`src/rtl/crp_pkg.sv`:
```
// ----------------------------------------------------------------------------
// crp_pkg
// Shared widths and constants for the Chinese restaurant process table sampler.
// ----------------------------------------------------------------------------
package crp_pkg;

  localparam int MAX_TABLES = 64;

  // Storage and counter widths.
  localparam int ADDR_W    = $clog2(MAX_TABLES);
  localparam int CNT_W     = $clog2(MAX_TABLES + 1);
  localparam int OCC_W     = 16;
  localparam int CUST_W    = 16;
  localparam int ALPHA_W   = 16;
  localparam int DRAW_W    = 16;

  // Total weight is customers*256 + alpha, one bit of headroom for the add.
  localparam int TOT_W     = CUST_W + 8 + 1;
  localparam int TGT_W     = TOT_W;
  // Running sum of occupancies, compared after scaling by 256.
  localparam int SUM_W     = TGT_W - 8;

  // Result field widths.
  localparam int OUT_IDX_W = 7;

  localparam logic [ALPHA_W-1:0] ALPHA_RESET = ALPHA_W'(256);
  localparam logic [CUST_W-1:0]  CUST_FULL   = {CUST_W{1'b1}};

  // Input command codes.
  localparam logic CMD_START = 1'b0;
  localparam logic CMD_SEAT  = 1'b1;

  typedef enum logic [3:0] {
    S_IDLE = 4'b0001,
    S_TGT  = 4'b0010,
    S_WALK = 4'b0100,
    S_UPD  = 4'b1000
  } state_t;

endpackage

```
`src/rtl/crp_ram.sv`:
```
// ----------------------------------------------------------------------------
// crp_ram
// Generic single-clock RAM: one write port, one read port, registered read.
// ----------------------------------------------------------------------------
module crp_ram #(
  parameter int WIDTH = 16,
  parameter int DEPTH = 64
) (
  input  logic                     clk,
  input  logic                     wr_en,
  input  logic [$clog2(DEPTH)-1:0] wr_addr,
  input  logic [WIDTH-1:0]         wr_data,
  input  logic                     rd_en,
  input  logic [$clog2(DEPTH)-1:0] rd_addr,
  output logic [WIDTH-1:0]         rd_data
);

  logic [WIDTH-1:0] mem [DEPTH];
  logic [WIDTH-1:0] rd_data_r;

  always_ff @(posedge clk) begin
    if (wr_en) begin
      mem[wr_addr] <= wr_data;
    end
    if (rd_en) begin
      rd_data_r <= mem[rd_addr];
    end
  end

  assign rd_data = rd_data_r;

endmodule

```
`src/rtl/crp_target.sv`:
```
// ----------------------------------------------------------------------------
// crp_target
// Two-stage computation of the seating target from the draw and total weight.
// ----------------------------------------------------------------------------
module crp_target
  import crp_pkg::*;
(
  input  logic               clk,
  input  logic               load,
  input  logic [DRAW_W-1:0]  draw,
  input  logic [CUST_W-1:0]  customer_total,
  input  logic [ALPHA_W-1:0] alpha,
  output logic [TGT_W-1:0]   target
);

  logic [DRAW_W-1:0]        draw_r;
  logic [TOT_W-1:0]         total_r;
  logic [TGT_W-1:0]         target_r;
  logic [DRAW_W+TOT_W-1:0]  product;

  // Stage one: total weight, captured with the draw when a word is taken.
  always_ff @(posedge clk) begin
    if (load) begin
      draw_r  <= draw;
      total_r <= {1'b0, customer_total, 8'b0} + TOT_W'(alpha);
    end
  end

  // Stage two: scale the draw, keep the integer part.
  assign product = (DRAW_W+TOT_W)'(draw_r) * (DRAW_W+TOT_W)'(total_r);

  always_ff @(posedge clk) begin
    target_r <= product[DRAW_W +: TGT_W];
  end

  assign target = target_r;

endmodule

```
`src/rtl/crp_table_sampler.sv`:
```
// ----------------------------------------------------------------------------
// crp_table_sampler
// Chinese restaurant process seating over an occupancy RAM of MAX_TABLES.
// ----------------------------------------------------------------------------
// Flow: a start word goes from idle straight to the update state; a seat
// word passes the target, scan and update states, and the scan reads the
// occupancy RAM one table per cycle through its single read port. One word is
// taken at a time; its result is registered once the output slot is free.
// Reset: synchronous, active low; clears the table and customer counts and
// sets alpha to 1.0. The RAM is not cleared: only open tables are ever read.
module crp_table_sampler
  import crp_pkg::*;
(
  input  logic        clk,
  input  logic        rst_n,

  input  logic        in_tvalid,
  output logic        in_tready,
  input  logic [15:0] in_tdata,   // [15:0] draw
  input  logic        in_tuser,   // [0] command

  output logic        out_tvalid,
  input  logic        out_tready,
  output logic [31:0] out_tdata,  // [6:0] table_index, [22:7] table_occupancy,
                                  // [29:23] tables_open, [31:30] zero
  output logic [1:0]  out_tuser,  // [0] new_table, [1] rejected

  input  logic        cfg_wr_en,
  input  logic [15:0] cfg_wr_data
);

  state_t             state_r, state_nxt;
  logic [ALPHA_W-1:0] alpha_r;
  logic [CNT_W-1:0]   open_r;
  logic [CUST_W-1:0]  cust_r;

  logic [CNT_W-1:0]   rd_idx_r;
  logic               pend_r;
  logic [CNT_W-1:0]   pend_idx_r;
  logic [SUM_W-1:0]   sum_r;
  logic [CNT_W-1:0]   chosen_r;
  logic [OCC_W-1:0]   occ_r;
  logic               new_r;
  logic               start_r;

  logic               out_valid_r;
  logic [OUT_IDX_W-1:0] out_idx_r;
  logic [OCC_W-1:0]   out_occ_r;
  logic [OUT_IDX_W-1:0] out_open_r;
  logic               out_new_r;
  logic               out_rej_r;

  logic               accept;
  logic [TGT_W-1:0]   target;
  logic [SUM_W-1:0]   sum_add;
  logic               hit;
  logic               issue;
  logic               scan_end;
  logic               upd_fire;
  logic               reject;
  logic [OCC_W-1:0]   rd_data;
  logic               wr_en;
  logic [ADDR_W-1:0]  wr_addr;
  logic [OCC_W-1:0]   wr_data;

  assign accept    = in_tvalid && in_tready;
  assign in_tready = (state_r == S_IDLE);

  crp_target u_target (
    .clk            (clk),
    .load           (accept),
    .draw           (in_tdata[DRAW_W-1:0]),
    .customer_total (cust_r),
    .alpha          (alpha_r),
    .target         (target)
  );

  // The scan only reads, and the single write lands in the update cycle
  // before the next word can be taken, so reads never race a write.
  crp_ram #(
    .WIDTH (OCC_W),
    .DEPTH (MAX_TABLES)
  ) u_occ_ram (
    .clk     (clk),
    .wr_en   (wr_en),
    .wr_addr (wr_addr),
    .wr_data (wr_data),
    .rd_en   (issue),
    .rd_addr (rd_idx_r[ADDR_W-1:0]),
    .rd_data (rd_data)
  );

  // Scan: one read issued per cycle, its data summed the cycle after.
  assign sum_add  = sum_r + SUM_W'(rd_data);
  assign hit      = (state_r == S_WALK) && pend_r && ({sum_add, 8'b0} > target);
  assign issue    = (state_r == S_WALK) && !hit && (rd_idx_r < open_r);
  assign scan_end = (state_r == S_WALK) && !pend_r && (rd_idx_r >= open_r);

  assign upd_fire = (state_r == S_UPD) && (!out_valid_r || out_tready);
  assign reject   = !start_r &&
                    ((cust_r == CUST_FULL) ||
                     (new_r && (open_r >= CNT_W'(MAX_TABLES))));

  always_comb begin
    wr_en   = upd_fire && !reject;
    wr_addr = start_r ? '0 : chosen_r[ADDR_W-1:0];
    wr_data = (start_r || new_r) ? OCC_W'(1) : occ_r + OCC_W'(1);
  end

  always_comb begin
    state_nxt = state_r;
    case (state_r)
      S_IDLE: begin
        if (accept) begin
          state_nxt = (in_tuser == CMD_START) ? S_UPD : S_TGT;
        end
      end
      S_TGT:  state_nxt = S_WALK;
      S_WALK: begin
        if (hit || scan_end) begin
          state_nxt = S_UPD;
        end
      end
      S_UPD: begin
        if (upd_fire) begin
          state_nxt = S_IDLE;
        end
      end
      default: state_nxt = S_IDLE;
    endcase
  end

  always_ff @(posedge clk) begin
    if (!rst_n) begin
      state_r     <= S_IDLE;
      alpha_r     <= ALPHA_RESET;
      open_r      <= '0;
      cust_r      <= '0;
      pend_r      <= 1'b0;
      out_valid_r <= 1'b0;
    end else begin
      state_r <= state_nxt;
      if (cfg_wr_en) begin
        alpha_r <= cfg_wr_data;
      end
      pend_r <= issue;
      if (upd_fire && !reject) begin
        if (start_r) begin
          open_r <= CNT_W'(1);
          cust_r <= CUST_W'(1);
        end else begin
          if (new_r) begin
            open_r <= open_r + CNT_W'(1);
          end
          cust_r <= cust_r + CUST_W'(1);
        end
      end
      if (upd_fire) begin
        out_valid_r <= 1'b1;
      end else if (out_tready) begin
        out_valid_r <= 1'b0;
      end
    end
  end

  // Scan and result payload.
  always_ff @(posedge clk) begin
    if (accept) begin
      start_r  <= (in_tuser == CMD_START);
      rd_idx_r <= '0;
      sum_r    <= '0;
    end
    if (issue) begin
      rd_idx_r   <= rd_idx_r + CNT_W'(1);
      pend_idx_r <= rd_idx_r;
    end
    if (pend_r && (state_r == S_WALK)) begin
      sum_r <= sum_add;
    end
    if (hit) begin
      chosen_r <= pend_idx_r;
      occ_r    <= rd_data;
      new_r    <= 1'b0;
    end else if (scan_end) begin
      chosen_r <= open_r;
      new_r    <= 1'b1;
    end
    if (upd_fire) begin
      if (start_r) begin
        out_idx_r  <= OUT_IDX_W'(1);
        out_new_r  <= 1'b1;
        out_occ_r  <= OCC_W'(1);
        out_open_r <= OUT_IDX_W'(1);
        out_rej_r  <= 1'b0;
      end else if (reject) begin
        out_idx_r  <= '0;
        out_new_r  <= 1'b0;
        out_occ_r  <= '0;
        out_open_r <= OUT_IDX_W'(open_r);
        out_rej_r  <= 1'b1;
      end else begin
        out_idx_r  <= OUT_IDX_W'(chosen_r + CNT_W'(1));
        out_new_r  <= new_r;
        out_occ_r  <= wr_data;
        out_open_r <= new_r ? OUT_IDX_W'(open_r + CNT_W'(1)) : OUT_IDX_W'(open_r);
        out_rej_r  <= 1'b0;
      end
    end
  end

  assign out_tvalid = out_valid_r;
  assign out_tdata  = {2'b00, out_open_r, out_occ_r, out_idx_r};
  assign out_tuser  = {out_rej_r, out_new_r};

endmodule

```
`config.mk`:
```
export PLATFORM = sky130hd
export DESIGN_NAME = crp_table_sampler
export DESIGN_NICKNAME = d
export VERILOG_FILES = /design/src/rtl/crp_pkg.sv /design/src/rtl/crp_ram.sv /design/src/rtl/crp_target.sv /design/src/rtl/crp_table_sampler.sv
export SDC_FILE = /design/constraint.sdc
export NUM_CORES = 2
export LEC_CHECK = 0
export BUFFER_PORTS_ARGS = -buffer_cell sky130_fd_sc_hd__clkbuf_2
export CORE_MARGIN = 8
export CORE_UTILIZATION = 65
export CTS_BUF_LIST = sky130_fd_sc_hd__clkbuf_8
export CTS_CLUSTER_SIZE = 14
export DETAILED_ROUTE_END_ITERATION = 8
export GPL_TIMING_DRIVEN = 0
export PLACE_DENSITY = 0.82
export SETUP_SLACK_MARGIN = 0.1
export SYNTH_ARGS = -nofsm -noshare
export SYNTH_HDL_FRONTEND = slang
export SYNTH_SLANG_ARGS = --single-unit
```
`constraint.sdc`:
```
create_clock -name clk -period 7.4 [get_ports clk]
set_input_delay 0.37 -clock clk [delete_from_list [all_inputs] [get_ports clk]]
set_output_delay 0.37 -clock clk [all_outputs]
set_load 0.01 [all_outputs]
```
==> metrics.txt, run 1 <==
outcome stopped before the end; Failed at 5_2_route; Log Error Error: _1963_ 1 pin not visited #guides = 32; placer congestion estimate between 1 and 1.5; cells after synthesis roughly 3.7k; die span in y around 320 um; initial antenna violation count 17; Cells after DPL about 5.1k; first-pass GRT wire length between 200 and 250 mm; pre-CTS WS -0.04164 ns; largest net degree at the start of global routing 47; number of port buffers 70; setup bufs post-CTS 0; root buf cell clkbuf_8; Placed Area about 63000 um2; synthesized area approximately 61000 um2; yosys warns 0; Seq/Total Area, Yosys around three fifths; IO Pins 74; total CTS buffers around 190; ys async rst share 0%; H-tree levels 4; Distinct cells, synth 67; Initial Util 65.36%; DP Wirelength between 100 and 150 mm; Synth Register Bits 1239; GR repair worst EP u_target.target[24]$_DFF_P_/D; Die Wd between 300 and 400 um; ys flop type edfxtp_1; row count approximately 110; EDFF count, synth about 1.2k; GRT Total Usage about a third; CTS Buffer Depth 3; CTS Sinks approximately 1.2k; total gr overflow 0; worst endpoint type sequential cell input; Syn Area/Cell about 16 um2; number of global-route vias before repair about 37k
## metrics by stage
step / hold WS (ns) / TNS (ns)
floorplan: 0.4076 / 0
global placement: 0.4139 / -0.06097
detailed placement: 0.4174 / -0.04164
CTS: 0.1729 / 0
global route: 0.2150 / 0
## routing by layer
metal	track usage, %
met5	0
met4	20.31
met3	8.784
met2	51.89
met1	39.80
## cells by family after synthesis
logic type | after synthesis | share of synthesized area, %
AND/OR/NAND/NOR | 812 | 6.418
XOR/XNOR | 94 | 1.356
flip-flops | 1239 | 60.09
multiplexers | 353 | 12.74
AO/OA/AOI/OAI | 173 | 1.821
buffers and inverters | 571 | 3.624
other | 1 | 0.006175
adder cells (fa/ha/maj) | 484 | 13.94
## cells in the mapped netlist (all sizes together) (3+ instances only)
cell	count	area [um2]
dfxtp	71	1421
a21oi	54	270.3
a21o	28	210.2
o211a	3	30.03
o31ai	3	22.52
nor2	171	641.9
xor2	41	359.1
or3	4	25.02
and4	18	157.7
mux4	336	7567
nand3	39	195.2
and3	11	73.82
a211oi	5	47.54
nor4b	3	26.28
and2	177	1109
buf	43	217.7
o21bai	7	52.55
a31oi	7	43.79
nor4	5	31.28
ha	163	2039
o21ai	43	222.7
nor3	26	130.1
nor2b	13	81.33
xnor2	53	464.2
clkbuf	127	478.0
edfxtp	1168	35070
inv	400	1501
fa	321	6426
nand2b	13	81.33
or2	5	31.28
mux2i	17	170.2
nand4	25	156.4
nand2	297	1115
## what timing repair did
action                                 4_1_cts  5_1_grt
setup endpoints to repair                    5       11
endpoints found under the hold margin       38        0
resized for setup                            5       66
hold buffers                                45        0
==> inputs of run 2 (changes only) <==
--- a/config.mk
+++ b/config.mk
@@ -7,13 +7,10 @@
 export LEC_CHECK = 0
 export BUFFER_PORTS_ARGS = -buffer_cell sky130_fd_sc_hd__clkbuf_2
 export CORE_MARGIN = 8
-export CORE_UTILIZATION = 65
-export CTS_BUF_LIST = sky130_fd_sc_hd__clkbuf_8
-export CTS_CLUSTER_SIZE = 14
+export CORE_UTILIZATION = 40
 export DETAILED_ROUTE_END_ITERATION = 8
 export GPL_TIMING_DRIVEN = 0
-export PLACE_DENSITY = 0.82
-export SETUP_SLACK_MARGIN = 0.1
+export PLACE_DENSITY_LB_ADDON = 0.15
 export SYNTH_ARGS = -nofsm -noshare
 export SYNTH_HDL_FRONTEND = slang
 export SYNTH_SLANG_ARGS = --single-unit
==> run 2 against run 1 <==
  * The flow now finishes, with violations (capacitance limit, slew limit)
  * Synthesized cell count unchanged
  * Area after synthesis unchanged
  * Global-route usage down 12 points
==> metrics.txt, run 2 <==
Fin. Hold Viols 0; CTS Sinks approximately 1.2k; Final Net Count 4582; outcome complete, but fails checks; Layout area overhead 16.12%; Syn Area/Cell 16.29 um2; ys flop type edfxtp_1; ys async rst share 0%; max_slew headroom -4.304%; Final Instance Count excl. Fillers between 6k and 7k; CP Capture Type register; clock skew ~0.059 ns; yosys warns 0; routed length per instance 26.69 um; Largest Register u_occ_ram.mem; Distinct cells, synth 67; failing checks capacitance limit, slew limit; Pins Over Slew Limit 3; Die Wd 405.6 um; CTS clock-pin slew for the worst setup and hold paths roughly 0.070 ns; vias 32.95k; Max VDD drop 0.5497 mV; Post-synth top cells edfxtp_1, inv_1, mux4_2, fa_1, nand2_1; crit path launch type register; antenna-violating nets left 0; kind of critical path reg -> reg; CTS Buffer Depth 3; Lkg Pwr roughly 25 nW; row count 143; first-pass GRT wire length 242.5 mm; Pre-antenna DRT Iters 5; Seq/Total Area, Yosys roughly 60%; Worst Path Max Fanout 10; CP top delay family adder cells; CP Buf/Inv Count 6; crit-path max cell delay 0.71 ns; number of global-route vias before repair roughly 35k; Iter 0 DRT Violations around 2.8k; root buf cell clkbuf_16; EDFF count, synth between 1k and 1.5k; most common cell after layout, fill and taps aside edfxtp_1; Cells after DPL roughly 5.9k; number of port buffers 70; Final Setup Violations 0; Initial Util approximately 40%; Routed Wire Length between 150 and 200 mm; initial antenna violation count 7; H-tree levels 4; DP Wirelength around 120 mm; DRC viols 0; CP Cell Sequence clkbuf_2, nand2_1, fa_1, inv_1, fa_1, inv_1, fa_1, inv_1, fa_1, fa_1, inv_1, fa_1, inv_1, ha_1, a21oi_1, o21ai_0, a211o_2, a211o_1, o21ai_4, o21ai_2, a311o_1, a31o_1, xnor2_1; Core Region roughly 150000 um2; synth top area cells edfxtp_1, mux4_2, fa_1; Worst-Margin Slew around 1.6 ns; post-synth top area cell edfxtp_1; most frequent cells in the layout edfxtp_1, inv_1, mux4_2; PwrDens roughly 400 nW/um2; die span in y approximately 410 um; TNS Setup 0 ns; maximum operating frequency around 140 MHz; cells after synthesis ~3.7k; synthesized area 60730 um2; MaxCap Viol Count 1; Largest register FFs around 1.0k; Yosys top cell area share roughly 58%; Required @ worst endpoint 8.03 ns; Synth Register Bits approximately 1.2k; slowest CP cell edfxtp_1; total CTS buffers ~140; critical path arrival 7.77 ns; GRT Total Usage between 20 and 25%; period utilization around 96%; IO Pins 74; largest net degree at the start of global routing 46; die area between 150000 and 200000 um2; RSZ-0062 raised after global routing false; layout cell share with drive strength beyond 1 ~21%; post-layout min period just over 7 ns; CTS tree built; worst hold path type in -> reg; Worst path most repeated cell fa_1; placer congestion estimate 0.8560; total gr overflow 0; via-per-instance ratio between 5 and 6; worst skew pair latency 0.78 ns; count leader, synth edfxtp_1
run 2: final cells by class:
type	count	area (um2)
Antenna cell	2	5.005
Buffer	168	734.5
Fill cell	13150	80850
Timing Repair Buffer	193	2157
Clock inverter	75	1077
Multi-Input combinational cell	1918	22330
Tap cell	2030	2540
Inverter	401	1505
Sequential cell	1239	36500
Clock buffer	177	3674
run 2: timing repair:
action | CTS | global route
setup endpoints to repair | 10 | 11
setup buffers | 0 | 2
endpoints found under the hold margin | 36 | 0
hold buffers | 37 | 0
resized for setup | 17 | 44
gates cloned | 0 | 0
run 2: power by group:
group	total (W)	switching (W)	internal (W)
sequential	0.00798	0.000107	0.00788
combinational	0.0131	0.00779	0.00535
clock	0.00717	0.00293	0.00424
total	0.0283	0.0108	0.0175
run 2: kinds of logic after synthesis:
logic type | count (synthesis) | synth area share [%]
flops | 1239 | 60.09
simple gates | 812 | 6.418
buf+inv | 571 | 3.624
fa+ha+maj | 484 | 13.94
mux | 353 | 12.74
compound gates | 173 | 1.821
xor+xnor | 94 | 1.356
other cells | 1 | 0.006175
run 2: path summary, 6_finish.rpt:
check / startpoint / endpoint / slack [ns] / cells after the start
worst max-delay path: u_target.draw_r[8] / u_target.target[24] / 0.26 / 23
worst max register to register: u_target.draw_r[8] / u_target.target[24] / 0.26 / 23
worst min-delay path: cfg_wr_en / alpha_r[15] / 0.13 / 3
worst min register to register: alpha_r[3] / u_target.total_r[3] / 0.43 / 0
run 2: per-stage QoR:
step	util [%]	setup slack, ns	cell area, um2	total power (W)	hold WS [ns]
floorplan	-	1.323	60730	0.01740	0.4076
global placement	42.03	-0.3633	63620	0.02117	0.4162
detailed placement	43.16	-0.3256	65320	0.02114	0.4172
CTS	46.55	0.002817	70470	0.02852	0.08250
global route	46.59	0.04409	70520	0.03041	0.1349
finish	46.59	0.2602	70520	0.02829	0.1319
run 2: routing by layer:
layer  vias to the layer above  global-route usage (%)  share of wire (%)
li1                      14280                       -                  -
met1                     17520                   26.87                 42
met2                       916                   34.52                 50
met3                       225                   3.541                5.5
met4                         0                   5.817                2.8
met5                         -                       0                  0
run 2: worst min-delay path: cells and delay by family:
kind / cells / cell delay, ns
muxes: 1 / 0.17
and+or+nand+nor: 1 / 0.08
buffers and inverters: 1 / 0.21
(Power assumes the default switching activity.)
